<file path="src/hw/rtl/par_pkg.sv">
// ----------------------------------------------------------------------------
// Point axis rotator package
// Shared constants, axis codes, control struct and the CORDIC angle table.
// ----------------------------------------------------------------------------
package par_pkg;

  localparam int COORD_WIDTH_DEF   = 24;
  localparam int ANGLE_WIDTH_DEF   = 16;
  localparam int CORDIC_STAGES_DEF = 16;

  // extra fraction bits carried through the shift-add stages
  localparam int GUARD_BITS = 16;
  // phase accumulator: 2^32 units per turn
  localparam int PHASE_W    = 32;
  // residual angle, signed, with headroom for the table sum
  localparam int RES_W      = 34;
  localparam int ATAN_LEN   = 24;

  localparam logic [PHASE_W-1:0] PHASE_EIGHTH = 32'h2000_0000;
  localparam logic [31:0]        GAIN_Q32     = 32'h9B74_EDA8;

  localparam logic [0:0] CFG_IDX_ANGLE = 1'b0;
  localparam logic [0:0] CFG_IDX_AXIS  = 1'b1;

  typedef enum logic [1:0] {
    AXIS_X    = 2'd0,
    AXIS_Y    = 2'd1,
    AXIS_Z    = 2'd2,
    AXIS_NONE = 2'd3
  } par_axis_t;

  typedef struct packed {
    logic      vld;
    par_axis_t axis;
  } par_ctl_t;

  // round(atan(2^-i) * 2^32 / (2*pi))
  function automatic logic [31:0] par_atan(input int idx);
    logic [31:0] t;
    case (idx)
      0:       t = 32'h2000_0000;
      1:       t = 32'h12E4_051E;
      2:       t = 32'h09FB_385B;
      3:       t = 32'h0511_11D4;
      4:       t = 32'h028B_0D43;
      5:       t = 32'h0145_D7E1;
      6:       t = 32'h00A2_F61E;
      7:       t = 32'h0051_7C55;
      8:       t = 32'h0028_BE53;
      9:       t = 32'h0014_5F2F;
      10:      t = 32'h000A_2F98;
      11:      t = 32'h0005_17CC;
      12:      t = 32'h0002_8BE6;
      13:      t = 32'h0001_45F3;
      14:      t = 32'h0000_A2FA;
      15:      t = 32'h0000_517D;
      16:      t = 32'h0000_28BE;
      17:      t = 32'h0000_145F;
      18:      t = 32'h0000_0A30;
      19:      t = 32'h0000_0518;
      20:      t = 32'h0000_028C;
      21:      t = 32'h0000_0146;
      22:      t = 32'h0000_00A3;
      23:      t = 32'h0000_0051;
      default: t = 32'h0000_0000;
    endcase
    return t;
  endfunction

endpackage

</file>
<file path="src/hw/rtl/par_stage.sv">
// ----------------------------------------------------------------------------
// Point axis rotator CORDIC stage
// One registered shift-add micro-rotation, steered by the residual sign.
// ----------------------------------------------------------------------------
module par_stage #(
  parameter int COORD_WIDTH = par_pkg::COORD_WIDTH_DEF,
  parameter int DATA_W      = 43,
  parameter int IDX         = 0
) (
  input  logic                             clk,
  input  logic                             rst_n,
  input  logic                             en,
  input  par_pkg::par_ctl_t                ctl_i,
  input  logic signed [DATA_W-1:0]         a_i,
  input  logic signed [DATA_W-1:0]         b_i,
  input  logic signed [par_pkg::RES_W-1:0] res_i,
  input  logic [3*COORD_WIDTH-1:0]         pt_i,
  output par_pkg::par_ctl_t                ctl_r,
  output logic signed [DATA_W-1:0]         a_r,
  output logic signed [DATA_W-1:0]         b_r,
  output logic signed [par_pkg::RES_W-1:0] res_r,
  output logic [3*COORD_WIDTH-1:0]         pt_r
);
  import par_pkg::*;

  localparam logic signed [RES_W-1:0] ANG = {{(RES_W-32){1'b0}}, par_atan(IDX)};

  logic signed [DATA_W-1:0] da;
  logic signed [DATA_W-1:0] db;
  logic signed [DATA_W-1:0] a_nxt;
  logic signed [DATA_W-1:0] b_nxt;
  logic signed [RES_W-1:0]  res_nxt;

  always_comb begin
    da = b_i >>> IDX;
    db = a_i >>> IDX;
    if (!res_i[RES_W-1]) begin
      a_nxt   = a_i - da;
      b_nxt   = b_i + db;
      res_nxt = res_i - ANG;
    end else begin
      a_nxt   = a_i + da;
      b_nxt   = b_i - db;
      res_nxt = res_i + ANG;
    end
  end

  always_ff @(posedge clk) begin
    if (!rst_n) begin
      ctl_r <= '0;
    end else if (en) begin
      ctl_r <= ctl_i;
    end
  end

  always_ff @(posedge clk) begin
    if (en) begin
      a_r   <= a_nxt;
      b_r   <= b_nxt;
      res_r <= res_nxt;
      pt_r  <= pt_i;
    end
  end

endmodule

</file>
<file path="config.mk">
export PLATFORM = sky130hd
export DESIGN_NAME = par_stage
export DESIGN_NICKNAME = d
export VERILOG_FILES = /design/src/hw/rtl/par_pkg.sv /design/src/hw/rtl/par_stage.sv
export SDC_FILE = /design/constraint.sdc
export NUM_CORES = 1
export LEC_CHECK = 0
export ABC_AREA = 1
export ABC_CLOCK_PERIOD_IN_PS = 2950
export BUFFER_PORTS_ARGS = -buffer_cell sky130_fd_sc_hd__buf_2
export CORE_UTILIZATION = 56
export CTS_CLUSTER_DIAMETER = 60
export DETAILED_ROUTE_END_ITERATION = 10
export GPL_ROUTABILITY_DRIVEN = 0
export PLACE_DENSITY_LB_ADDON = 0.12
export SETUP_SLACK_MARGIN = 0.5
export SLEW_MARGIN = 0
export SYNTH_ARGS = -nofsm -noshare
export SYNTH_HDL_FRONTEND = slang
export SYNTH_SLANG_ARGS = --single-unit
</file>
<file path="constraint.sdc">
create_clock -name clk -period 2.95 [get_ports clk]
set_input_delay 0.4425 -clock clk [delete_from_list [all_inputs] [get_ports clk]]
set_output_delay 0.4425 -clock clk [all_outputs]
set_load 0.005 [all_outputs]
</file>
# After elaboration in Yosys (flattened, before gate mapping)

Index checks and enable logic that the tools add are counted.

$add $sub $neg: 5
Multipliers: 0
Div/mod/pow operators: 0
Order comparisons: 0
Equality and inequality tests: 0
Shift operators: 0
Mux-type cells: 3
Bitwise operators: 0
Reductions and logical operators: 0

Operators with widths:

| operator                                             | count |
|---|---|
| 2-to-1 mux 43 bit                                    | 2 |
| subtractor 43 bit                                    | 2 |
| adder 43 bit                                         | 1 |
| adder 34 x 31 -> 34 bit (second input constant)      | 1 |
| 2-to-1 mux 34 bit                                    | 1 |
| subtractor 34 x 31 -> 34 bit (second input constant) | 1 |

Flip-flop bits (word level): 195
Bits in latches: 0
Bits in writable memories: 0
Memory bits (read-only): 0
Bits of input ports: 198
Output and inout bits: 195
Memories: 0

# Logic depth before layout (Yosys ltp)

Depth in word-level cells: 2
Mapped depth: 17
Gate-level depth less buffers: 16

# Worst setup path before layout

Ideal clock, no wire load.

Kind: input port to flip-flop
Start: input port a_i[0]
End: register a_r[32] (data pin)
Setup time: 0.253 ns
Data arrival time: 1.961 ns
Data required time: 2.697 ns
Path slack: 0.736 ns
Stages on the path: 15
Buffers on the path: 0
Cells stage by stage: inv_1 > ha_1 > fa_1 > inv_1 > nand2_1 > nand2_1 > nand2_1 > nand2_1 > inv_1 > o21ai_2 > nand2_1 > nand2_1 > nand2_1 > nand3_1 > nand2_1

Longest elaborated chain between the ends: 2
Elaborated cells on any way between the ends: 3

RTL lines:

| element                                                  | RTL line                         | text |
|---|---|---|
| from (decl)                                              | par_stage.sv:14                  | `input logic signed [DATA_W-1:0] a_i,` |
| subtractor 43 bit / adder 43 bit (equally long branches) | par_stage.sv:38, par_stage.sv:42 |  |
| 2-to-1 mux 43 bit *                                      | par_stage.sv:37                  | `if (!res_i[RES_W-1]) begin` |
| net a_nxt[32]                                            | par_stage.sv:30                  | `logic signed [DATA_W-1:0] a_nxt;` |
| to (signal assigned)                                     | par_stage.sv:58                  | `a_r <= a_nxt;` |
| to (decl)                                                | par_stage.sv:19                  | `output logic signed [DATA_W-1:0] a_r,` |

The timed path passes the listed nets; every way through them passes the cells marked *.
A chain may end at the register's enable or synchronous reset.

# Worst setup path in the final report

Start: input port b_i[0]
End: register b_r[20] (data pin)

Longest elaborated chain between the ends: 2
Elaborated cells on any way between the ends: 3

RTL lines:

| element                                                  | RTL line                         | text |
|---|---|---|
| from (decl)                                              | par_stage.sv:15                  | `input logic signed [DATA_W-1:0] b_i,` |
| adder 43 bit / subtractor 43 bit (equally long branches) | par_stage.sv:39, par_stage.sv:43 |  |
| 2-to-1 mux 43 bit *                                      | par_stage.sv:37                  |  |
| net b_nxt[20]                                            | par_stage.sv:31                  | `logic signed [DATA_W-1:0] b_nxt;` |
| to (signal assigned)                                     | par_stage.sv:59                  | `b_r <= b_nxt;` |
| to (decl)                                                | par_stage.sv:20                  | `output logic signed [DATA_W-1:0] b_r,` |

Marked as above.

==> Flow_metrics.wiki <==
{| class="wikitable"
! Metric !! Value
|-
| Largest stage delay on the critical path || 570 ps
|-
| First-pass detailed-route iteration total || 8
|-
| CTS tree || done
|-
| Worst setup slack after layout || 533 ps
|-
| Synth unique cells || 41
|-
| WS Path Type || input pin to flop
|-
| DIE HEIGHT || 176 um
|-
| Later-pin clock latency in the skew report || 440 ps
|-
| Site Rows || 63
|-
| Width of the chip || 176 um
|-
| Worst setup path start || b_i[0]
|-
| Post-route DRC || 0
|-
| Residual antenna-violating net count after detailed routing || 0
|-
| Max Root-Sink Buffers || 2
|-
| Startpoint of the tightest hold check path || res_i[15]
|-
| Footprint of the flip-flops and latches || 5800 um^2
|-
| Outcome || finished, final reports clean
|-
| Post-Syn Instances || 2439
|-
| Number of synthesized register bits || 194
|-
| Final hold viol count || 0
|-
| Unrepaired setup endpoints after global routing || no
|-
| Slew Viols, Final || 0
|-
| Pin count of the biggest net entering global routing || 81
|-
| Number of nets in the synthesized netlist || 2785
|-
| Leakage || 10.8 nW
|-
| Sort of element at the end of the critical path || flop
|-
| Total Die Area || 31100 um^2
|-
| Startpoint type of the worst setup path || input pin
|-
| Number of buffers added on ports || 392
|-
| Class of the tightest hold or removal check || input pin to flop
|-
| Clk sinks || 194
|-
| Avg Vias per Cell || 5.52
|-
| P&R area growth vs syn || 19.5%
|-
| Final HPWL DP || 49100 um
|-
| Setup slack at placement || -132 ps
|-
| Total power draw || 8.96 mW
|-
| Setup TNS Final || 0 ps
|-
| Root buffer selected by CTS || clkbuf_16
|-
| Placed cell area || 19600 um^2
|-
| Multi-input combinational cell area || 9310 um^2
|-
| Global-route congestion overflow total || 0
|-
| Post-Synthesis Cell Area || 17000 um^2
|-
| Post-synth EDFFs || 191
|-
| Cts hold-fix bufs || 0
|-
| Count of yosys warnings during synthesis || 0
|-
| Final net count || 3212
|-
| Crit-path max FO || 6
|-
| Transition time at the pin with the least slew margin || 678 ps
|-
| Timing-limited maximum frequency || 414 MHz
|-
| Final Routed Wirelength || 59500 um
|-
| Largest clock skew in the final design || 0 ps
|-
| Ratio of cells with drive above 1 in the final layout || 0.216
|-
| Cts bufs inserted || 17
|-
| Overall routing resource usage || 0.376
|-
| Starting utilization of the core area || 0.571
|-
| Power density normalized to cell area || 441 nW/um^2
|-
| Sequence of cells on the critical path || buf_2 > inv_1 > ha_1 > fa_2 > inv_1 > a21oi_1 > o211ai_2 > nand2_1 > nand3_1 > nand3_1 > o21ai_1
|-
| Number of maximum-capacitance constraint violations || 0
|-
| Number of filler instances in the final layout || 2597
|-
| Dominant register cell in the synthesized netlist || edfxtp_1
|-
| Avg WL per Cell || 18.2 um
|-
| Core ar. || 29800 um^2
|-
| Share of synthesized area occupied by flip-flops and latches || 0.341
|-
| FFs w/ async S/R, synth || 0
|-
| Routed vias || 18000
|-
| VDD IR-drop max || 0.000359 V
|-
| Number of antenna violations at the first check in global routing || 0
|-
| Clock-pin slew of the registers on the worst-case setup and hold paths || 80 ps
|-
| Startpoint of the lowest-slack register-to-register path || ctl_r[0]
|-
| Worst slew margin relative to its limit || 0.548
|-
| Number of primary I/O pins || 393
|-
| Mapped Avg Cell Area || 6.97 um^2
|-
| Req. time, crit path || 3120 ps
|-
| Final period demand of the worst path || 2420 ps
|-
| Share of the cycle needed by the critical path after routing || 0.819
|-
| Number of setup violations in the final report || 0
|-
| H-tree level count || 4
|-
| Wire length of the first global-routing pass || 88500 um
|-
| Data arrival, critical path || 2590 ps
|-
| Antenna diode instance count || 0
|-
| Crit-path slowest cell || a21oi_1
|-
| Area of all placed cells without fillers || 20300 um^2
|-
| Vias in the first global route || 16800
|-
| Drt initial violations || 2097
|}
-- area by class of cell --
| class | count | area share |
|---|---|---|
| Inverter | 417 | 0.0770 |
| Multi-Input combinational cell | 1769 | 0.458 |
| Clock buffer | 18 | 0.0211 |
| Tap cell | 390 | 0.0240 |
| Timing Repair Buffer | 467 | 0.127 |
| Clock inverter | 14 | 0.00733 |
| Sequential cell | 194 | 0.285 |
-- critical path: cells and delay by family --
kind                       cells  cell delay (ps)
and+or+nand+nor                3              280
AOI/OAI and AO/OA              3              900
adders and majority gates      2              670
buffers and inverters          3              280
-- final timing paths --
kind / slack [ps] / cells past startpoint / endpoint
worst max-delay path: 530 / 11 / b_r[20]
worst min-delay path: 170 / 1 / res_r[15]
worst min register to register: 500 / 2 / ctl_r[2]
worst max register to register: 2300 / 2 / ctl_r[0]
-- logic make-up (layout without fill, tap and decap cells) --
kind of cell	Yosys count	count (layout)	synth area share
AOI/OAI and AO/OA	269	269	0.0903
xor gates and xnor gates	26	26	0.0134
adders and majority gates	148	148	0.111
buffers and inverters	476	916	0.117
DFF	194	194	0.341
muxes	2	2	0.00118
and+or+nand+nor	1324	1324	0.326
-- per-stage QoR --
step | hold WS (ps) | utilization | cells
after global routing | 151 | 0.682 | 3269
after floorplan | 487 | - | 2439
after detailed placement | 485 | 0.659 | 3235
after CTS | 157 | 0.679 | 3267
final | 166 | 0.682 | 3269
after global placement | 477 | 0.659 | 3235
-- cells in the final DEF, fill, tap and decap left out, types with 4 or more instances in the layout --
cell type,instances
o21ai_1,9
nand4_1,13
inv_1,408
o22ai_1,13
edfxtp_1,191
or2_1,5
xor2_1,25
nand2_1,814
and2_1,7
clkinv_4,4
nor2_2,48
nand2_2,16
o21ai_0,70
nand3_2,6
ha_1,129
buf_4,71
nand3_1,202
o21bai_1,30
a21oi_2,9
nand3b_1,6
nand2_4,4
o21ai_2,7
buf_12,4
nor2_1,191
buf_2,391
inv_2,9
ha_2,14
a21oi_1,120
nor3_1,5
clkbuf_16,17
-- sequential cells by signal, summed over array words and instances (netlist names) --
signal	cells
a_r	43
pt_r	72
res_r	34
b_r	42
ctl_r	3
-- timing repair --
action,CTS,global route
pin swaps,0,2
setup buffers,0,2
setup endpoints to repair,11,45
gates resized for setup,4,28
-- cells in the mapped netlist, types with 2 or more instances --
| library cell | instances | area [um^2] |
|---|---|---|
| nand2_1 | 816 | 3060 |
| inv_1 | 408 | 1530 |
| nand3_1 | 202 | 1010 |
| nor2_1 | 196 | 736 |
| edfxtp_1 | 191 | 5740 |
| ha_1 | 144 | 1800 |
| a21oi_1 | 121 | 606 |
| o21ai_0 | 72 | 360 |
| nor2_2 | 43 | 269 |
| o21bai_1 | 30 | 225 |
| buf_4 | 28 | 210 |
| xor2_1 | 25 | 219 |
| nand2_2 | 15 | 93.8 |
| nand4_1 | 13 | 81.3 |
| o22ai_1 | 13 | 81.3 |
| buf_6 | 12 | 135 |
| buf_2 | 11 | 55.1 |
| a21oi_2 | 9 | 78.8 |
| clkbuf_1 | 8 | 30.0 |
| inv_2 | 8 | 30.0 |
| o21ai_1 | 8 | 40.0 |
| and2_1 | 7 | 43.8 |
| o21ai_2 | 7 | 61.3 |
| nand3_2 | 6 | 60.1 |
| nand3b_1 | 6 | 45.0 |
| nor3_1 | 5 | 25.0 |
| or2_1 | 5 | 31.3 |
| fa_1 | 4 | 80.1 |
| dfxtp_1 | 3 | 60.1 |
| nand2_4 | 3 | 33.8 |
| nor2_4 | 3 | 33.8 |
| o211ai_2 | 3 | 37.5 |
| o21a_1 | 3 | 22.5 |
| a211oi_1 | 2 | 15.0 |
| mux2i_1 | 2 | 20.0 |
| nor4_1 | 2 | 12.5 |
-- metal layers --
layer,GRT usage,wire [um]
met5,0,0
met4,0.225,3750
met3,0.0670,6080
met2,0.615,27000
met1,0.464,22600
-- report_power, final --
group          switching [mW]  leakage, nW  total, mW  internal (mW)
Clock                    1.18        0.281       2.38           1.20
Sequential             0.0786         1.89       3.47           3.39
Combinational            2.02         8.61       3.11           1.08
Total                    3.28         10.8       8.96           5.67
(Power assumes the default switching activity.)
