## src/hw/rtl/par_pkg.sv

```systemverilog
// ----------------------------------------------------------------------------
// Point axis rotator package
// Shared constants, axis codes, control struct and the CORDIC angle table.
// ----------------------------------------------------------------------------
package par_pkg;

  localparam int COORD_WIDTH_DEF   = 24;
  localparam int ANGLE_WIDTH_DEF   = 16;
  localparam int CORDIC_STAGES_DEF = 16;

  // extra fraction bits carried through the shift-add stages
  localparam int GUARD_BITS = 16;
  // phase accumulator: 2^32 units per turn
  localparam int PHASE_W    = 32;
  // residual angle, signed, with headroom for the table sum
  localparam int RES_W      = 34;
  localparam int ATAN_LEN   = 24;

  localparam logic [PHASE_W-1:0] PHASE_EIGHTH = 32'h2000_0000;
  localparam logic [31:0]        GAIN_Q32     = 32'h9B74_EDA8;

  localparam logic [0:0] CFG_IDX_ANGLE = 1'b0;
  localparam logic [0:0] CFG_IDX_AXIS  = 1'b1;

  typedef enum logic [1:0] {
    AXIS_X    = 2'd0,
    AXIS_Y    = 2'd1,
    AXIS_Z    = 2'd2,
    AXIS_NONE = 2'd3
  } par_axis_t;

  typedef struct packed {
    logic      vld;
    par_axis_t axis;
  } par_ctl_t;

  // round(atan(2^-i) * 2^32 / (2*pi))
  function automatic logic [31:0] par_atan(input int idx);
    logic [31:0] t;
    case (idx)
      0:       t = 32'h2000_0000;
      1:       t = 32'h12E4_051E;
      2:       t = 32'h09FB_385B;
      3:       t = 32'h0511_11D4;
      4:       t = 32'h028B_0D43;
      5:       t = 32'h0145_D7E1;
      6:       t = 32'h00A2_F61E;
      7:       t = 32'h0051_7C55;
      8:       t = 32'h0028_BE53;
      9:       t = 32'h0014_5F2F;
      10:      t = 32'h000A_2F98;
      11:      t = 32'h0005_17CC;
      12:      t = 32'h0002_8BE6;
      13:      t = 32'h0001_45F3;
      14:      t = 32'h0000_A2FA;
      15:      t = 32'h0000_517D;
      16:      t = 32'h0000_28BE;
      17:      t = 32'h0000_145F;
      18:      t = 32'h0000_0A30;
      19:      t = 32'h0000_0518;
      20:      t = 32'h0000_028C;
      21:      t = 32'h0000_0146;
      22:      t = 32'h0000_00A3;
      23:      t = 32'h0000_0051;
      default: t = 32'h0000_0000;
    endcase
    return t;
  endfunction

endpackage

```

## src/hw/rtl/par_pre.sv

```systemverilog
// ----------------------------------------------------------------------------
// Point axis rotator front stage
// Picks the coordinate pair for the axis, splits the angle into quadrant and
// residual, and applies the quarter-turn pre-rotation.
// ----------------------------------------------------------------------------
module par_pre #(
  parameter int COORD_WIDTH = par_pkg::COORD_WIDTH_DEF,
  parameter int ANGLE_WIDTH = par_pkg::ANGLE_WIDTH_DEF,
  parameter int DATA_W      = 43
) (
  input  logic                            clk,
  input  logic                            rst_n,
  input  logic                            en,
  input  logic                            in_vld,
  input  logic [ANGLE_WIDTH-1:0]          angle,
  input  par_pkg::par_axis_t              axis,
  input  logic signed [COORD_WIDTH-1:0]   x,
  input  logic signed [COORD_WIDTH-1:0]   y,
  input  logic signed [COORD_WIDTH-1:0]   z,
  output par_pkg::par_ctl_t               ctl_r,
  output logic signed [DATA_W-1:0]        a_r,
  output logic signed [DATA_W-1:0]        b_r,
  output logic signed [par_pkg::RES_W-1:0] res_r,
  output logic [3*COORD_WIDTH-1:0]        pt_r
);
  import par_pkg::*;

  localparam int EXT_W = DATA_W - COORD_WIDTH - 1 - GUARD_BITS;

  logic [PHASE_W-1:0]            phase;
  logic [PHASE_W-1:0]            rnd;
  logic [PHASE_W-1:0]            ru;
  logic [1:0]                    quad;
  logic signed [COORD_WIDTH-1:0] src_a;
  logic signed [COORD_WIDTH-1:0] src_b;
  logic signed [COORD_WIDTH:0]   sa;
  logic signed [COORD_WIDTH:0]   sb;
  logic signed [COORD_WIDTH:0]   pa;
  logic signed [COORD_WIDTH:0]   pb;
  par_ctl_t                      ctl_nxt;
  logic signed [DATA_W-1:0]      a_nxt;
  logic signed [DATA_W-1:0]      b_nxt;
  logic signed [RES_W-1:0]       res_nxt;

  always_comb begin
    phase   = {angle, {(PHASE_W-ANGLE_WIDTH){1'b0}}};
    rnd     = phase + PHASE_EIGHTH;
    quad    = rnd[PHASE_W-1:PHASE_W-2];
    ru      = phase - {quad, {(PHASE_W-2){1'b0}}};
    res_nxt = {{(RES_W-PHASE_W){ru[PHASE_W-1]}}, ru};

    unique case (axis) inside
      AXIS_X: begin
        src_a = y;
        src_b = z;
      end
      AXIS_Y: begin
        src_a = z;
        src_b = x;
      end
      AXIS_Z, AXIS_NONE: begin
        src_a = x;
        src_b = y;
      end
      default: begin
        src_a = x;
        src_b = y;
      end
    endcase

    sa = {src_a[COORD_WIDTH-1], src_a};
    sb = {src_b[COORD_WIDTH-1], src_b};

    case (quad)
      2'd1: begin
        pa = -sb;
        pb = sa;
      end
      2'd2: begin
        pa = -sa;
        pb = -sb;
      end
      2'd3: begin
        pa = sb;
        pb = -sa;
      end
      default: begin
        pa = sa;
        pb = sb;
      end
    endcase

    a_nxt = {{EXT_W{pa[COORD_WIDTH]}}, pa, {GUARD_BITS{1'b0}}};
    b_nxt = {{EXT_W{pb[COORD_WIDTH]}}, pb, {GUARD_BITS{1'b0}}};

    ctl_nxt.vld  = in_vld;
    ctl_nxt.axis = axis;
  end

  always_ff @(posedge clk) begin
    if (!rst_n) begin
      ctl_r <= '0;
    end else if (en) begin
      ctl_r <= ctl_nxt;
    end
  end

  always_ff @(posedge clk) begin
    if (en) begin
      a_r   <= a_nxt;
      b_r   <= b_nxt;
      res_r <= res_nxt;
      pt_r  <= {z, y, x};
    end
  end

endmodule

```

## config.mk

```make
export PLATFORM = sky130hd
export DESIGN_NAME = par_pre
export DESIGN_NICKNAME = d
export VERILOG_FILES = /design/src/hw/rtl/par_pkg.sv /design/src/hw/rtl/par_pre.sv
export SDC_FILE = /design/constraint.sdc
export NUM_CORES = 1
export LEC_CHECK = 0
export BUFFER_PORTS_ARGS = -buffer_cell sky130_fd_sc_hd__buf_2
export CAP_MARGIN = 10
export CORE_UTILIZATION = 40
export CTS_BUF_LIST = sky130_fd_sc_hd__clkbuf_4
export CTS_CLUSTER_DIAMETER = 200
export CTS_CLUSTER_SIZE = 28
export DETAILED_ROUTE_END_ITERATION = 10
export MAX_ROUTING_LAYER = met4
export PLACE_DENSITY = 0.74
export SLEW_MARGIN = 0
export SYNTH_ARGS = -nofsm -noshare
export SYNTH_HDL_FRONTEND = slang
export SYNTH_SLANG_ARGS = --single-unit
```

## constraint.sdc

```tcl
create_clock -name clk -period 3.4 [get_ports clk]
set_input_delay 0.34 -clock clk [delete_from_list [all_inputs] [get_ports clk]]
set_output_delay 0.34 -clock clk [all_outputs]
set_load 0.03 [all_outputs]
```

Word-level counts from Yosys, hierarchy flattened

Index checks and enable logic that the tools add are counted.

Register bits: 157
Input bits: 94
Output and inout bits: 195
Word-level logic and storage cells: 19

$add $sub $neg: 4
Eq/ne operators: 4
Muxes and demuxes: 4
Reductions and logical operators: 1

Operator list:

| operator                                                         | number |
|---|---|
| 25-bit one-hot mux with 3 select lines                           | 2 |
| 24-bit one-hot mux with 2 select lines                           | 2 |
| 24-bit negator with 25-bit output                                | 2 |
| 32-bit by 30-bit adder with 32-bit output, second input constant | 1 |
| 32-bit subtractor                                                | 1 |
| 2-bit by 1-bit == test with 1-bit output, second input constant  | 2 |
| 2-bit == test, second input constant                             | 2 |
| 2-bit logical NOT                                                | 1 |

Depth between registers and ports, before layout

Depth after elaboration: 4
Depth in mapped cells: 13
Mapped depth without buffers: 9

Worst setup path after synthesis

Ideal clock, no wire load.

Path type: input to register
Start: input axis[1]
End: register b_r[36] (data pin)
Arrival: 2.777 ns
Path slack: 0.367 ns
Cell stages on the path: 12
Path buffers: 4
Cell sequence: buf_4 -> buf_6 -> buf_6 -> buf_4 -> mux2i_4 -> ha_1 -> o211ai_1 -> nor3_2 -> nand3_1 -> nor2_1 -> mux2_2 -> o211a_1

Word-level cells in the longest chain between the ends: 4
Elaborated cells between the ends (all ways): 7

Ends and longest elaborated chain:

| what                                                                                                  | line                         | text |
|---|---|---|
| start: declaration                                                                                    | par_pre.sv:16                | `input par_pkg::par_axis_t axis,` |
| 2-bit by 1-bit == test with 1-bit output (no source line) / 2-bit logical NOT (equally long branches) | --                           |  |
| 24-bit one-hot mux with 2 select lines                                                                | par_pre.sv:52                | `unique case (axis) inside` |
| 24-bit negator with 25-bit output (on tied branches)                                                  | par_pre.sv:85, par_pre.sv:81 |  |
| 25-bit one-hot mux with 3 select lines *                                                              | par_pre.sv:74                | `case (quad)` |
| named net pb[20]                                                                                      | par_pre.sv:39                | `logic signed [COORD_WIDTH:0] pb;` |
| end signal: assignment                                                                                | par_pre.sv:111               | `b_r <= b_nxt;` |
| end: declaration                                                                                      | par_pre.sv:22                | `output logic signed [DATA_W-1:0] b_r,` |

The timed path passes the listed nets; every way through them passes the cells marked *.
A chain may end at the register's enable or synchronous reset.

Worst setup path after layout

Start: input y[0]
End: register b_r[36] (data pin)

Word-level cells in the longest chain between the ends: 3
Elaborated cells between the ends (all ways): 5

Ends and longest elaborated chain:

| what                                                 | line                         | text |
|---|---|---|
| start: declaration                                   | par_pre.sv:18                | `input logic signed [COORD_WIDTH-1:0] y,` |
| 24-bit one-hot mux with 2 select lines               | par_pre.sv:52                |  |
| 24-bit negator with 25-bit output (on tied branches) | par_pre.sv:85, par_pre.sv:81 |  |
| 25-bit one-hot mux with 3 select lines *             | par_pre.sv:74                |  |
| named net pb[20]                                     | par_pre.sv:39                |  |

Marked as above.

==> impl_metrics.sql <==
INSERT INTO impl_metrics (metric_group, metric, value, unit) VALUES
('yosys', 'distinct_cell_type_count_after_synthesis', '69', ''),
('final_layout', 'final_core_util', '52.4', '%'),
('placement', 'dp_slack', '0.325', 'ns'),
('worst_setup_path', 'critical_path.max_fanout', '4', ''),
('timing', 'setup-violations-final', '0', ''),
('worst_setup_path', 'setup.worst_path.start_class', 'input port', ''),
('clock_tree', 'cts_resized', '0', ''),
('timing', 'maxSlewHeadroom', '46.7', '%'),
('placement', 'gpl.final_weighted_congestion', '0.910', ''),
('timing', 'finalSetupTns', '0', 'ns'),
('worst_setup_path', 'worstSetupEndpointType', 'flop', ''),
('floorplanning', 'die_height', '148', 'um'),
('yosys', 'synth-edff-count', '138', ''),
('detailed_routing', 'drtPass1Iterations', '5', ''),
('floorplanning', 'core', '0.0210', 'mm^2'),
('final_layout', 'finish.net_count', '1163', ''),
('yosys', 'synth_cell_area', '0.00852', 'mm^2'),
('detailed_routing', 'drt_iter0_markers', '488', ''),
('timing', 'final.period_utilization', '80.6', '%'),
('final_layout', 'finish.instance_area', '0.0110', 'mm^2'),
('pwr', 'power.total', '0.00497', 'W'),
('grt', 'global_route.peak_usage_layer', 'met2', ''),
('detailed_routing', 'antenna_viol_nets_final', '0', ''),
('pwr', 'vdd_drop_max', '191', 'uV'),
('clock_tree', 'clock_tree.buffer_depth', '2', ''),
('yosys', 'synth_area_per_cell', '11.4', 'um^2'),
('min_path', 'class_of_the_worst_hold_path', 'input port to flop', ''),
('grt', 'grt_antenna_before_repair', '1', ''),
('final_layout', 'final_layout_size_suffix_gt1_share', '32.9', '%'),
('timing', 'post-route-worst-setup-slack', '0.660', 'ns'),
('placement', 'dpl_cell_area', '0.00983', 'mm^2'),
('yosys', 'yosysWarnings', '0', ''),
('yosys', 'synth-main-ff-cell', 'edfxtp_1', ''),
('clock_tree', 'clk-insertion-delay-late', '0.56', 'ns'),
('grt', 'grtUsageMet2', '35.9', '%'),
('timing', 'final_setup_skew', '0', 'ns'),
('grt', 'met3_usage', '4.72', '%'),
('worst_setup_path', 'worst-endpoint-required', '3.72', 'ns'),
('placement', 'post-dp-hpwl', '17000', 'um'),
('clock_tree', 'clk_transition_reported_paths', '0.13', 'ns'),
('clock_tree', 'clock-root-buffer', 'clkbuf_4', ''),
('timing', 'rsz0062_at_grt', 'false', ''),
('final_layout', 'area.growth.synth_to_final', '29.0', '%'),
('detailed_routing', 'route.detailed.vias_per_inst', '5.18', ''),
('worst_setup_path', 'crit_type', 'input port to flop', ''),
('floorplanning', 'area_of_the_die', '0.0219', 'mm^2'),
('grt', 'globalRouteOverflowTotal', '0', ''),
('yosys', 'share_of_synthesized_flip_flops_with_an_asynchronous_set_or_reset', '0', '%'),
('clock_tree', 'h-tree-depth', '4', ''),
('grt', 'grt_pass1_vias', '6545', ''),
('timing', 'worst-slew-pin-transition', '0.799', 'ns'),
('grt', 'global_route.usage.met1', '29.3', '%'),
('worst_setup_path', 'arrival', '3.06', 'ns'),
('timing', 'slew_viol_final', '0', ''),
('detailed_routing', 'detailroute.via_count', '7013', ''),
('clock_tree', 'clock_tree_from_tritoncts', 'yes', ''),
('placement', 'io_buffer_count', '240', ''),
('timing', 'post-route-min-period', '2.74', 'ns'),
('pwr', 'power_per_cell_area', '453', 'mW/mm^2'),
('detailed_routing', 'remaining_drc_errors', '0', ''),
('yosys', 'synth-seq-cells', '141', ''),
('grt', 'grt_max_degree', '88', ''),
('clock_tree', 'tritoncts.num_buffers', '17', ''),
('floorplanning', 'die-width', '148', 'um'),
('detailed_routing', 'routed_wl_per_cell', '18.0', 'um'),
('grt', 'track_usage', '22.6', '%'),
('floorplanning', 'start_util', '40.7', '%'),
('grt', 'wire_length_of_the_first_global_routing_pass', '36300', 'um'),
('outcome', 'run_status', 'finished, final reports clean', ''),
('yosys', 'post_synth_inst_count', '747', ''),
('clock_tree', 'post_cts_buffers', '0', ''),
('run', 'max_cap_violations', '0', ''),
('detailed_routing', 'wl', '24300', 'um'),
('pwr', 'leakage', '4.57', 'nW'),
('timing', 'fmax', '365', 'MHz'),
('yosys', 'synth_sequential_area_ratio', '49.3', '%'),
('clock_tree', 'clkSinkCount', '141', ''),
('timing', 'number_of_hold_violations_in_the_final_report', '0', ''),
('floorplanning', 'ios', '289', ''),
('floorplanning', 'placement_rows', '53', '');
-- cells in the mapped netlist, types with 7 or more instances --
cell / count / share of area (%)
nand2_1: 66 / 2.9
o21a_1: 14 / 1.2
nand3_1: 18 / 1.1
xor2_1: 19 / 2.0
o31ai_1: 7 / 0.62
a31oi_1: 15 / 1.1
a21oi_1: 31 / 1.8
buf_2: 7 / 0.41
o21ai_0: 37 / 2.2
buf_6: 7 / 0.93
mux2i_1: 64 / 7.5
buf_4: 58 / 5.1
clkbuf_1: 20 / 0.88
nor2_1: 53 / 2.3
edfxtp_1: 138 / 49
a211oi_1: 11 / 0.97
xnor2_1: 19 / 2.0
mux2_2: 21 / 2.8
o21ai_1: 14 / 0.82
nor3_1: 14 / 0.82
and3_1: 9 / 0.66
-- layer usage --
metal | up-vias | routed length, um
met5 | - | 0
met4 | 0 | 355
met3 | 23 | 1740
met2 | 336 | 11400
met1 | 3294 | 10800
li1 | 3360 | -
-- state kept, by name, indices dropped and copies added (netlist names) --
register,count
pt_r,72
ctl_r,3
res_r,16
a_r,25
b_r,25
-- worst max-delay path, stage by stage --
cell           delay [ns]
dlygate4sd3_1        0.54
buf_2                0.15
mux2_4               0.28
mux2i_4              0.18
ha_1                 0.24
o211ai_1             0.13
nor3_2               0.18
nand3_1              0.22
nor2_1               0.25
mux2_2               0.36
o211a_1              0.20
-- placed cells by master, fill, tap and decap left out, types with 5 or more instances in the layout --
| cell type | synthesis | layout |
|---|---|---|
| mux2_2 | 21 | 21 |
| mux2i_1 | 64 | 64 |
| mux2i_2 | 5 | 5 |
| and3_1 | 9 | 9 |
| buf_2 | 7 | 238 |
| mux2_4 | 6 | 6 |
| buf_4 | 58 | 22 |
| mux2i_4 | 6 | 6 |
| nor2_1 | 53 | 53 |
| o21ai_1 | 14 | 14 |
| nand2_1 | 66 | 66 |
| xor2_1 | 19 | 18 |
| a211oi_1 | 11 | 11 |
| nand3_1 | 18 | 18 |
| nor3_1 | 14 | 14 |
| clkbuf_4 | 0 | 18 |
| o21a_1 | 14 | 14 |
| xnor2_1 | 19 | 18 |
| o31ai_1 | 7 | 7 |
| a31oi_1 | 15 | 15 |
| edfxtp_1 | 138 | 138 |
| o21ai_0 | 37 | 37 |
| inv_6 | 0 | 6 |
| a21oi_1 | 31 | 31 |
| dlygate4sd3_1 | 0 | 87 |
| conb_1 | 1 | 48 |
-- power by group --
| group | total [W] | leakage (nW) | internal, W | switching (W) |
|---|---|---|---|---|
| Clock | 0.00111 | 0.150 | 0.000398 | 0.000714 |
| Sequential | 0.00219 | 1.37 | 0.00214 | 0.0000532 |
| Combinational | 0.00167 | 3.04 | 0.000551 | 0.00112 |
| Total | 0.00497 | 4.57 | 0.00309 | 0.00188 |
-- kinds of logic (layout without fill, tap and decap cells) --
group | count (synthesis) | in the layout | synth area share [%]
other cells | 1 | 49 | 0.0440
flops | 141 | 141 | 49.3
mux | 104 | 104 | 14.3
fa+ha+maj | 4 | 4 | 0.587
buf+inv | 101 | 385 | 8.05
compound gates | 164 | 164 | 12.4
xor+xnor | 38 | 38 | 3.91
simple gates | 194 | 194 | 11.4
-- through the flow --
step,hold WS (ns),cells
2_1_floorplan,0.439,794
3_3_place_gp,0.491,1234
3_5_place_dp,0.503,1234
4_1_cts,0.000236,1347
5_1_grt,0.00224,1354
6_report,0.0575,1354
-- what timing repair did --
action,4_1_cts,5_1_grt
hold endpoints to repair,83,6
endpoints found under the setup margin,0,0
hold buffers,81,6
-- worst paths after layout --
check	from	end	slack, ns	depth (start not counted)
worst max register to register	ctl_r[0]	ctl_r[0]	2.78	2
worst max-delay path	y[0]	b_r[36]	0.66	11
worst min register to register	ctl_r[1]	ctl_r[1]	0.54	2
worst min-delay path	y[12]	pt_r[36]	0.06	1
-- area by class of cell --
class	instances	area (um^2)
inverter	2	7.51
tap	275	344
clock buffer	18	135
clock inverter	14	151
antenna	1	2.50
multi-input combinational	552	3840
timing repair buffer	351	2300
fill	1856	9970
sequential	141	4200
Note: power is estimated with default switching activity, not from simulation.
