<file path="src/hw/rtl/par_pkg.sv">
// ----------------------------------------------------------------------------
// Point axis rotator package
// Shared constants, axis codes, control struct and the CORDIC angle table.
// ----------------------------------------------------------------------------
package par_pkg;

  localparam int COORD_WIDTH_DEF   = 24;
  localparam int ANGLE_WIDTH_DEF   = 16;
  localparam int CORDIC_STAGES_DEF = 16;

  // extra fraction bits carried through the shift-add stages
  localparam int GUARD_BITS = 16;
  // phase accumulator: 2^32 units per turn
  localparam int PHASE_W    = 32;
  // residual angle, signed, with headroom for the table sum
  localparam int RES_W      = 34;
  localparam int ATAN_LEN   = 24;

  localparam logic [PHASE_W-1:0] PHASE_EIGHTH = 32'h2000_0000;
  localparam logic [31:0]        GAIN_Q32     = 32'h9B74_EDA8;

  localparam logic [0:0] CFG_IDX_ANGLE = 1'b0;
  localparam logic [0:0] CFG_IDX_AXIS  = 1'b1;

  typedef enum logic [1:0] {
    AXIS_X    = 2'd0,
    AXIS_Y    = 2'd1,
    AXIS_Z    = 2'd2,
    AXIS_NONE = 2'd3
  } par_axis_t;

  typedef struct packed {
    logic      vld;
    par_axis_t axis;
  } par_ctl_t;

  // round(atan(2^-i) * 2^32 / (2*pi))
  function automatic logic [31:0] par_atan(input int idx);
    logic [31:0] t;
    case (idx)
      0:       t = 32'h2000_0000;
      1:       t = 32'h12E4_051E;
      2:       t = 32'h09FB_385B;
      3:       t = 32'h0511_11D4;
      4:       t = 32'h028B_0D43;
      5:       t = 32'h0145_D7E1;
      6:       t = 32'h00A2_F61E;
      7:       t = 32'h0051_7C55;
      8:       t = 32'h0028_BE53;
      9:       t = 32'h0014_5F2F;
      10:      t = 32'h000A_2F98;
      11:      t = 32'h0005_17CC;
      12:      t = 32'h0002_8BE6;
      13:      t = 32'h0001_45F3;
      14:      t = 32'h0000_A2FA;
      15:      t = 32'h0000_517D;
      16:      t = 32'h0000_28BE;
      17:      t = 32'h0000_145F;
      18:      t = 32'h0000_0A30;
      19:      t = 32'h0000_0518;
      20:      t = 32'h0000_028C;
      21:      t = 32'h0000_0146;
      22:      t = 32'h0000_00A3;
      23:      t = 32'h0000_0051;
      default: t = 32'h0000_0000;
    endcase
    return t;
  endfunction

endpackage

</file>
<file path="src/hw/rtl/par_gain.sv">
// ----------------------------------------------------------------------------
// Point axis rotator gain stages
// Four stages: magnitude, split multiply by the CORDIC gain, sum and round,
// then sign, saturation and mapping back to x/y/z.
// ----------------------------------------------------------------------------
module par_gain #(
  parameter int COORD_WIDTH = par_pkg::COORD_WIDTH_DEF,
  parameter int DATA_W      = 43
) (
  input  logic                          clk,
  input  logic                          rst_n,
  input  logic [3:0]                    en,
  input  par_pkg::par_ctl_t             ctl_i,
  input  logic signed [DATA_W-1:0]      a_i,
  input  logic signed [DATA_W-1:0]      b_i,
  input  logic [3*COORD_WIDTH-1:0]      pt_i,
  output logic [3:0]                    vld,
  output logic signed [COORD_WIDTH-1:0] x_r,
  output logic signed [COORD_WIDTH-1:0] y_r,
  output logic signed [COORD_WIDTH-1:0] z_r
);
  import par_pkg::*;

  localparam int HI_W   = DATA_W - 32;
  localparam int PROD_W = HI_W + 32;
  localparam int SUM_W  = HI_W + 33;
  localparam int RND_W  = HI_W + 17;
  localparam logic [SUM_W-1:0] HALF_LSB = SUM_W'(64'd1 << (GUARD_BITS - 1));
  localparam logic [RND_W-1:0] MAX_POS  = RND_W'((64'd1 << (COORD_WIDTH - 1)) - 64'd1);
  localparam logic [RND_W-1:0] MIN_MAG  = RND_W'(64'd1 << (COORD_WIDTH - 1));

  par_ctl_t                   ctl1_r, ctl2_r, ctl3_r;
  logic                       vld4_r;
  logic [1:0]                 neg1_r, neg2_r, neg3_r;
  logic [3*COORD_WIDTH-1:0]   pt1_r, pt2_r, pt3_r;
  logic [DATA_W-1:0]          mag1_r [2];
  logic [DATA_W-1:0]          mag1_nxt [2];
  logic [63:0]                plo2_r [2];
  logic [PROD_W-1:0]          phi2_r [2];
  logic [RND_W-1:0]           rnd3_r [2];
  logic [RND_W-1:0]           rnd3_nxt [2];
  logic [SUM_W-1:0]           sum [2];
  logic [COORD_WIDTH-1:0]     sat [2];
  logic [COORD_WIDTH-1:0]     px, py, pz;
  logic [COORD_WIDTH-1:0]     x_nxt, y_nxt, z_nxt;

  // stage 1: sign and magnitude
  always_comb begin
    mag1_nxt[0] = a_i[DATA_W-1] ? DATA_W'(-a_i) : DATA_W'(a_i);
    mag1_nxt[1] = b_i[DATA_W-1] ? DATA_W'(-b_i) : DATA_W'(b_i);
  end

  // stage 3: floor(m*K/2^32), then round at the guard point
  always_comb begin
    for (int l = 0; l < 2; l++) begin
      sum[l]      = {1'b0, phi2_r[l]} + SUM_W'(plo2_r[l][63:32]) + HALF_LSB;
      rnd3_nxt[l] = sum[l][SUM_W-1:GUARD_BITS];
    end
  end

  // stage 4: saturate on the magnitude, apply sign, place the pair
  always_comb begin
    for (int l = 0; l < 2; l++) begin
      if (!neg3_r[l] && (rnd3_r[l] > MAX_POS)) begin
        sat[l] = MAX_POS[COORD_WIDTH-1:0];
      end else if (neg3_r[l] && (rnd3_r[l] > MIN_MAG)) begin
        sat[l] = MIN_MAG[COORD_WIDTH-1:0];
      end else if (neg3_r[l]) begin
        sat[l] = -rnd3_r[l][COORD_WIDTH-1:0];
      end else begin
        sat[l] = rnd3_r[l][COORD_WIDTH-1:0];
      end
    end

    px = pt3_r[COORD_WIDTH-1:0];
    py = pt3_r[2*COORD_WIDTH-1:COORD_WIDTH];
    pz = pt3_r[3*COORD_WIDTH-1:2*COORD_WIDTH];

    unique case (ctl3_r.axis)
      AXIS_X: begin
        x_nxt = px;
        y_nxt = sat[0];
        z_nxt = sat[1];
      end
      AXIS_Y: begin
        x_nxt = sat[1];
        y_nxt = py;
        z_nxt = sat[0];
      end
      AXIS_Z: begin
        x_nxt = sat[0];
        y_nxt = sat[1];
        z_nxt = pz;
      end
      default: begin
        x_nxt = px;
        y_nxt = py;
        z_nxt = pz;
      end
    endcase
  end

  always_ff @(posedge clk) begin
    if (!rst_n) begin
      ctl1_r <= '0;
      ctl2_r <= '0;
      ctl3_r <= '0;
      vld4_r <= 1'b0;
    end else begin
      if (en[0]) ctl1_r <= ctl_i;
      if (en[1]) ctl2_r <= ctl1_r;
      if (en[2]) ctl3_r <= ctl2_r;
      if (en[3]) vld4_r <= ctl3_r.vld;
    end
  end

  always_ff @(posedge clk) begin
    if (en[0]) begin
      neg1_r <= {b_i[DATA_W-1], a_i[DATA_W-1]};
      pt1_r  <= pt_i;
      for (int l = 0; l < 2; l++) mag1_r[l] <= mag1_nxt[l];
    end
    if (en[1]) begin
      neg2_r <= neg1_r;
      pt2_r  <= pt1_r;
      for (int l = 0; l < 2; l++) begin
        plo2_r[l] <= 64'(mag1_r[l][31:0]) * 64'(GAIN_Q32);
        phi2_r[l] <= PROD_W'(mag1_r[l][DATA_W-1:32]) * PROD_W'(GAIN_Q32);
      end
    end
    if (en[2]) begin
      neg3_r <= neg2_r;
      pt3_r  <= pt2_r;
      for (int l = 0; l < 2; l++) rnd3_r[l] <= rnd3_nxt[l];
    end
    if (en[3]) begin
      x_r <= x_nxt;
      y_r <= y_nxt;
      z_r <= z_nxt;
    end
  end

  assign vld = {vld4_r, ctl3_r.vld, ctl2_r.vld, ctl1_r.vld};

endmodule

</file>
<file path="config.mk">
export PLATFORM = sky130hd
export DESIGN_NAME = par_gain
export DESIGN_NICKNAME = d
export VERILOG_FILES = /design/src/hw/rtl/par_pkg.sv /design/src/hw/rtl/par_gain.sv
export SDC_FILE = /design/constraint.sdc
export NUM_CORES = 2
export LEC_CHECK = 0
export BUFFER_PORTS_ARGS = -buffer_cell sky130_fd_sc_hd__buf_2
export CAP_MARGIN = 15
export CORE_MARGIN = 8
export CORE_UTILIZATION = 45
export CTS_CLUSTER_SIZE = 12
export DETAILED_ROUTE_END_ITERATION = 6
export HOLD_SLACK_MARGIN = 0.1
export PLACE_DENSITY_LB_ADDON = 0.1
export SLEW_MARGIN = 20
export SYNTH_ARGS = -nofsm -noshare
export SYNTH_HDL_FRONTEND = slang
export SYNTH_SLANG_ARGS = --single-unit
</file>
<file path="constraint.sdc">
create_clock -name clk -period 12.6 [get_ports clk]
set_input_delay 2.52 -clock clk [delete_from_list [all_inputs] [get_ports clk]]
set_output_delay 2.52 -clock clk [all_outputs]
set_load 0.02 [all_outputs]
</file>
Word level (Yosys, flattened, before mapping)
Memory sizes are Yosys's and may differ from the RTL's.
Index checks and enable logic that the tools add are counted.
{ "totals": {"reg_bits": 304, "ramBits": 344, "input_bits": 167, "output_inout_bits": 76, "wordCells": 62, "mem_count": 4} }
{ "memory_table": {"columns": ["name", "depth", "word_bits", "read_ports", "rd_clocked_by_memory_dff", "wr", "line_no", "source"], "rows": [
  ["plo2_r", 2, 61, 2, 0, 2, "par_gain.sv:38", "logic [63:0] plo2_r [2];"],
  ["mag1_r", 2, 43, 2, 0, 2, "par_gain.sv:36", "logic [DATA_W-1:0] mag1_r [2];"],
  ["phi2_r", 2, 40, 2, 0, 2, "par_gain.sv:39", "logic [PROD_W-1:0] phi2_r [2];"],
  ["rnd3_r", 2, 28, 2, 0, 2, "par_gain.sv:40", "logic [RND_W-1:0] rnd3_r [2];"]
]} }
{ "op_classes": {"add_sub_neg": 8, "multipliers": 4, "order_cmp": 4, "n_eq_ne": 2, "mux": 17, "n_reduce_logical": 7} }
{ "ops": {"columns": ["operator", "count"], "rows": [
  ["24-bit 2-to-1 mux", 6],
  ["24-bit case mux with 2 select lines", 3],
  ["32-bit by 29-bit multiplier with 61-bit output (second input constant)", 2],
  ["43-bit by 32-bit adder with 44-bit output", 2],
  ["44-bit by 16-bit adder with 44-bit output (second input constant)", 2],
  ["43-bit 2-to-1 mux", 2],
  ["43-bit negation", 2],
  ["11-bit by 29-bit multiplier with 40-bit output (second input constant)", 2],
  ["28-bit by 23-bit greater-than comparator with 1-bit output (second input constant)", 2],
  ["28-bit by 24-bit greater-than comparator with 1-bit output (second input constant)", 2],
  ["24-bit negation", 2],
  ["1-bit 2-to-1 mux", 6],
  ["1-bit logical AND", 4],
  ["2-bit by 1-bit equality test with 1-bit output (second input constant)", 1],
  ["2-bit equality test (second input constant)", 1],
  ["1-bit zero test", 2],
  ["2-bit zero test", 1]
]} }

Longest topological paths before layout
An unclocked memory read counts as a cell.
{ "depth": {"word_depth": 6, "mapped_depth": 25} }

Least setup slack after synthesis
OpenSTA, ideal clock, no wires.
{ "synth_timing": {"path_kind": "register to register", "startpoint": "memory mag1_r[0][13]", "endpoint": "memory plo2_r[0][54] (netlist name) (data pin)", "arrival_time_ns": 7.061, "slack_ns": 5.280, "stages_incl_launch_ff": 26, "path_buffers": 0, "period_less_slack_ns": 7.320, "path_cell_list": "edfxtp_1 -> inv_1 -> fa_1 -> fa_1 -> inv_1 -> fa_1 -> inv_1 -> fa_1 -> inv_1 -> fa_1 -> fa_1 -> fa_1 -> inv_1 -> fa_1 -> inv_1 -> ha_1 -> nand4_1 -> nor2_1 -> and4_1 -> nor3b_1 -> a211oi_1 -> a211oi_1 -> o21ai_1 -> o31ai_1 -> a31oi_1 -> xnor2_1"} }
{ "synth_rtl": {"columns": ["element", "line_no"], "rows": [
  ["start, declared", "par_gain.sv:36"],
  ["end, declared", "par_gain.sv:38"]
]} }

==> impl_metrics.env <==
export IMPL_timing_max_cap_violations=0
export IMPL_portBuffers=242
export IMPL_layout_drive_gt1_share_pct=6.07
export IMPL_finish_cell_count_without_fillers=8801
export IMPL_hpwl_reported_at_the_end_of_detailed_placement_microns=156000
export IMPL_combinational_family_with_the_most_area_after_synthesis="adder cells"
export IMPL_gr_total_overflow=0
export IMPL_clk_pin_slew_worst_paths_ns=0.06
export IMPL_synth_compound_gate_area_share_pct=7.05
export IMPL_skew_ns=0.0366
export IMPL_cts_resizes=0
export IMPL_r2r_setup_slack_ns=3.47
export IMPL_die_area_sq_um=172000
export IMPL_min_delay_path_class="register to register"
export IMPL_achievable_frequency_ghz=0.109
export IMPL_dp_cells=8678
export IMPL_first_pass_grt_wire_length_microns=281000
export IMPL_worst_endpoint_arrival_ns=9.54
export IMPL_setup_violations_final=0
export IMPL_yosys_area_share_adder_pct=50.3
export IMPL_post_cts_setup_buffer_count=0
export IMPL_worst_skew_pair_late_latency_ns=0.68
export IMPL_synth_sequential_area_ratio_pct=24.4
export IMPL_synth_seq_cells=584
export IMPL_area_growth_syn_to_layout_pct=8.67
export IMPL_grt_start_max_net_pins=80
export IMPL_critical_path_max_fanout=6
export IMPL_post_route_drc_count=0
export IMPL_critical_path_endpoint_type="register"
export IMPL_slew_at_the_pin_closest_to_its_max_slew_limit_ns=1.08
export IMPL_initial_standard_cell_utilization_of_the_core_pct=45.2
export IMPL_detail_route_wirelength_microns=181000
export IMPL_wl_met3_microns=10900
export IMPL_hold_path_endpoint="pt3_r[67]"
export IMPL_detail_route_wirelength_met1_microns=82700
export IMPL_die_width_microns=414
export IMPL_drt_first_pass_iters=6
export IMPL_number_of_antenna_violations_at_the_first_check_in_global_routing=5
export IMPL_htree_num_levels=3
export IMPL_cts_root_buf="sky130_fd_sc_hd__clkbuf_16"
export IMPL_avgViaCountPerCell=5.03
export IMPL_whs_path_depth=0
export IMPL_clkSinkCount=584
export IMPL_routed_top_layer="met5"
export IMPL_cts_buffer_depth=3
export IMPL_hold_viol=0
export IMPL_worst_hold_startpoint="pt2_r[67]"
export IMPL_detailedRoute_firstIterationViolations=2781
export IMPL_timing_setup_critical_path_class="register to register"
export IMPL_cts_tree="built"
export IMPL_total_routing_usage_reported_by_global_routing_pct=21.2
export IMPL_floorplan_io_pins=243
export IMPL_yosys_area_share_xor_xnor_pct=3.17
export IMPL_fp_coreArea_sq_um=158000
export IMPL_tns_ns=0
export IMPL_worstSetupStartpoint="mag1_r[0][51]"
export IMPL_final_max_slew_viol_count=0
export IMPL_yosys_most_used_dff="sky130_fd_sc_hd__edfxtp_1"
export IMPL_grt_setup_unrepaired="no"
export IMPL_worst_endpoint_required_ns=13.00
export IMPL_ctsHoldBuffers=0
export IMPL_synthesis_area_per_instance_sq_um=11.1
export IMPL_regToRegEndpoint="plo2_r[0][121]"
export IMPL_avgRoutedWirePerCell_microns=20.6
export IMPL_synth_edff_count=574
export IMPL_ys_async_sr_fraction_pct=0
export IMPL_run_status="completed"
export IMPL_nets=9031
export IMPL_synthSimpleGateAreaFrac_pct=4.87
export IMPL_reg2regPathDepth=25
export IMPL_worst_r2r_startpoint="mag1_r[0][51]"
export IMPL_mappedNetlistArea_sq_um=71300
export IMPL_finalWeightedCongestion=0.926
export IMPL_rows=146
export IMPL_antenna_left=0
export IMPL_synth_warning_count=0
export IMPL_mux_cell_area_share_after_synthesis_pct=0.198
export IMPL_fin_crit_ns=9.13
export IMPL_cts_made_buffers=69
export IMPL_netlist_cell_types=78
export IMPL_route_vias_total=44300
export IMPL_grt_pass1_vias=47500
export IMPL_die_y_extent_microns=414
export IMPL_portion_of_the_clock_cycle_consumed_by_the_worst_path_in_the_final_layout_pct=72.5
export IMPL_critical_path_startpoint_type="register"
export IMPL_netlist_instances=6409
export IMPL_met2RoutedLength_microns=83200
export IMPL_synthesis_nets=8763
export IMPL_timing_max_slew_rel_slack_pct=27.9
critical path, cell delays in order, from the launching register on:
cell and delay, ns:
sky130_fd_sc_hd__edfxtp_1 0.53, sky130_fd_sc_hd__inv_1 0.31, sky130_fd_sc_hd__fa_1 0.49, sky130_fd_sc_hd__fa_1 0.50, sky130_fd_sc_hd__inv_1 0.06, sky130_fd_sc_hd__fa_1 0.50, sky130_fd_sc_hd__inv_1 0.06, sky130_fd_sc_hd__fa_1 0.53
sky130_fd_sc_hd__inv_1 0.05, sky130_fd_sc_hd__fa_1 0.52, sky130_fd_sc_hd__fa_1 0.44, sky130_fd_sc_hd__fa_1 0.50, sky130_fd_sc_hd__inv_1 0.06, sky130_fd_sc_hd__fa_1 0.50, sky130_fd_sc_hd__inv_1 0.05, sky130_fd_sc_hd__ha_1 0.29
sky130_fd_sc_hd__nand4_1 0.13, sky130_fd_sc_hd__nor2_1 0.13, sky130_fd_sc_hd__nand2_1 0.10, sky130_fd_sc_hd__a211oi_1 0.65, sky130_fd_sc_hd__o21ai_0 0.36, sky130_fd_sc_hd__o41ai_1 0.94, sky130_fd_sc_hd__o21ai_0 0.34, sky130_fd_sc_hd__a31oi_1 0.41
sky130_fd_sc_hd__nor4_1 0.09, sky130_fd_sc_hd__a311o_1 0.32
sequential cells by signal, indices dropped and copies added (netlist names), 3 cells and up:
name and cells:
mag1_r 86, phi2_r 80, plo2_r 58, pt1_r 72, pt2_r 72, pt3_r 72
rnd3_r 56, vld 3, x_r 24, y_r 24, z_r 24
worst max-delay path by stage:
stage / endpoint / slack, ns / cells past startpoint
2_1_floorplan: plo2_r[0][54] / 5.28 / 25
3_3_place_gp: plo2_r[0][121] / 3.58 / 25
3_5_place_dp: plo2_r[0][121] / 3.45 / 25
4_1_cts: plo2_r[0][121] / 3.36 / 25
5_1_grt: plo2_r[0][121] / 2.89 / 25
6_report: plo2_r[0][121] / 3.47 / 25
synth_stat cells, drive strengths merged (13+ instances only):
cell type / instances / share of area, %
nand4: 27 / 0.24
xnor2: 189 / 2.3
and3: 21 / 0.18
a31oi: 26 / 0.23
nor2b: 39 / 0.34
o21ai: 118 / 0.83
o21a: 24 / 0.25
a21o: 118 / 1.2
nand3: 56 / 0.39
edfxtp: 574 / 24
xor2: 69 / 0.85
a21oi: 224 / 1.6
o22ai: 22 / 0.19
or3: 23 / 0.22
ha: 1049 / 18
nand2: 194 / 1.0
o21bai: 25 / 0.26
fa: 1138 / 32
clkbuf: 69 / 0.36
or4: 21 / 0.26
and2: 15 / 0.13
a211oi: 28 / 0.29
nor2: 177 / 0.93
nand2b: 35 / 0.31
o41ai: 16 / 0.21
inv: 1807 / 9.5
nor3: 49 / 0.34
a22oi: 69 / 0.73
o31ai: 34 / 0.38
nor4: 18 / 0.16
mux2i: 13 / 0.18
layer usage:
| layer | up-vias | track usage [%] |
|---|---|---|
| met4 | 2 | 4.87 |
| met5 | - | 0 |
| met2 | 903 | 34.0 |
| li1 | 21100 | - |
| met3 | 194 | 4.63 |
| met1 | 22100 | 29.5 |
kinds of logic (layout without fill, tap and decap cells):
logic type / Yosys count / after routing
AO/OA/AOI/OAI: 774 / 774
XOR/XNOR: 258 / 258
adder cells (fa/ha/maj): 2187 / 2187
buffers and inverters: 1886 / 2204
flip-flops: 584 / 584
multiplexers: 14 / 14
other: 0 / 2
AND/OR/NAND/NOR: 706 / 706
layout by cell type (no fill, tap or decap), drive strengths merged, types with 13 or more instances in the layout:
cell and count:
nand2 194, or3 23, nor2b 39, nand4 27
nand2b 35, nand3 56, o31ai 34, buf 274
clkinv 22, a21oi 224, o21bai 25, o21a 24
nor2 177, a22oi 69, a211oi 28, o22ai 22
edfxtp 574, nor4 18, or4 21, o41ai 16
and3 21, mux2i 13, xnor2 189, a31oi 26
a21o 118, ha 1049, fa 1138, xor2 69
inv 1807, o21ai 118, clkbuf 89, nor3 49
and2 15
final cells by class:
class,count,area [sq um]
fill,14400,80300
multi-input combinational,3939,46800
sequential,584,17400
inverter,1808,6790
tap,2072,2590
clock buffer,88,1850
timing repair buffer,275,1480
clock inverter,33,528
antenna,2,5.00
metrics by stage:
stage / setup slack, ns / cell area [sq um] / hold slack [ns] / utilization, %
floorplan: 5.28 / 71300 / 0.400 / -
global placement: 3.58 / 75100 / 0.401 / 47.6
detailed placement: 3.45 / 75100 / 0.405 / 47.6
CTS: 3.36 / 77500 / 0.396 / 49.1
global route: 2.89 / 77500 / 0.401 / 49.1
finish: 3.47 / 77500 / 0.405 / 49.1
Power is left out: the tool's default activity adds up to more than one toggle a clock period on the data nets, which glitch-free logic cannot reach.
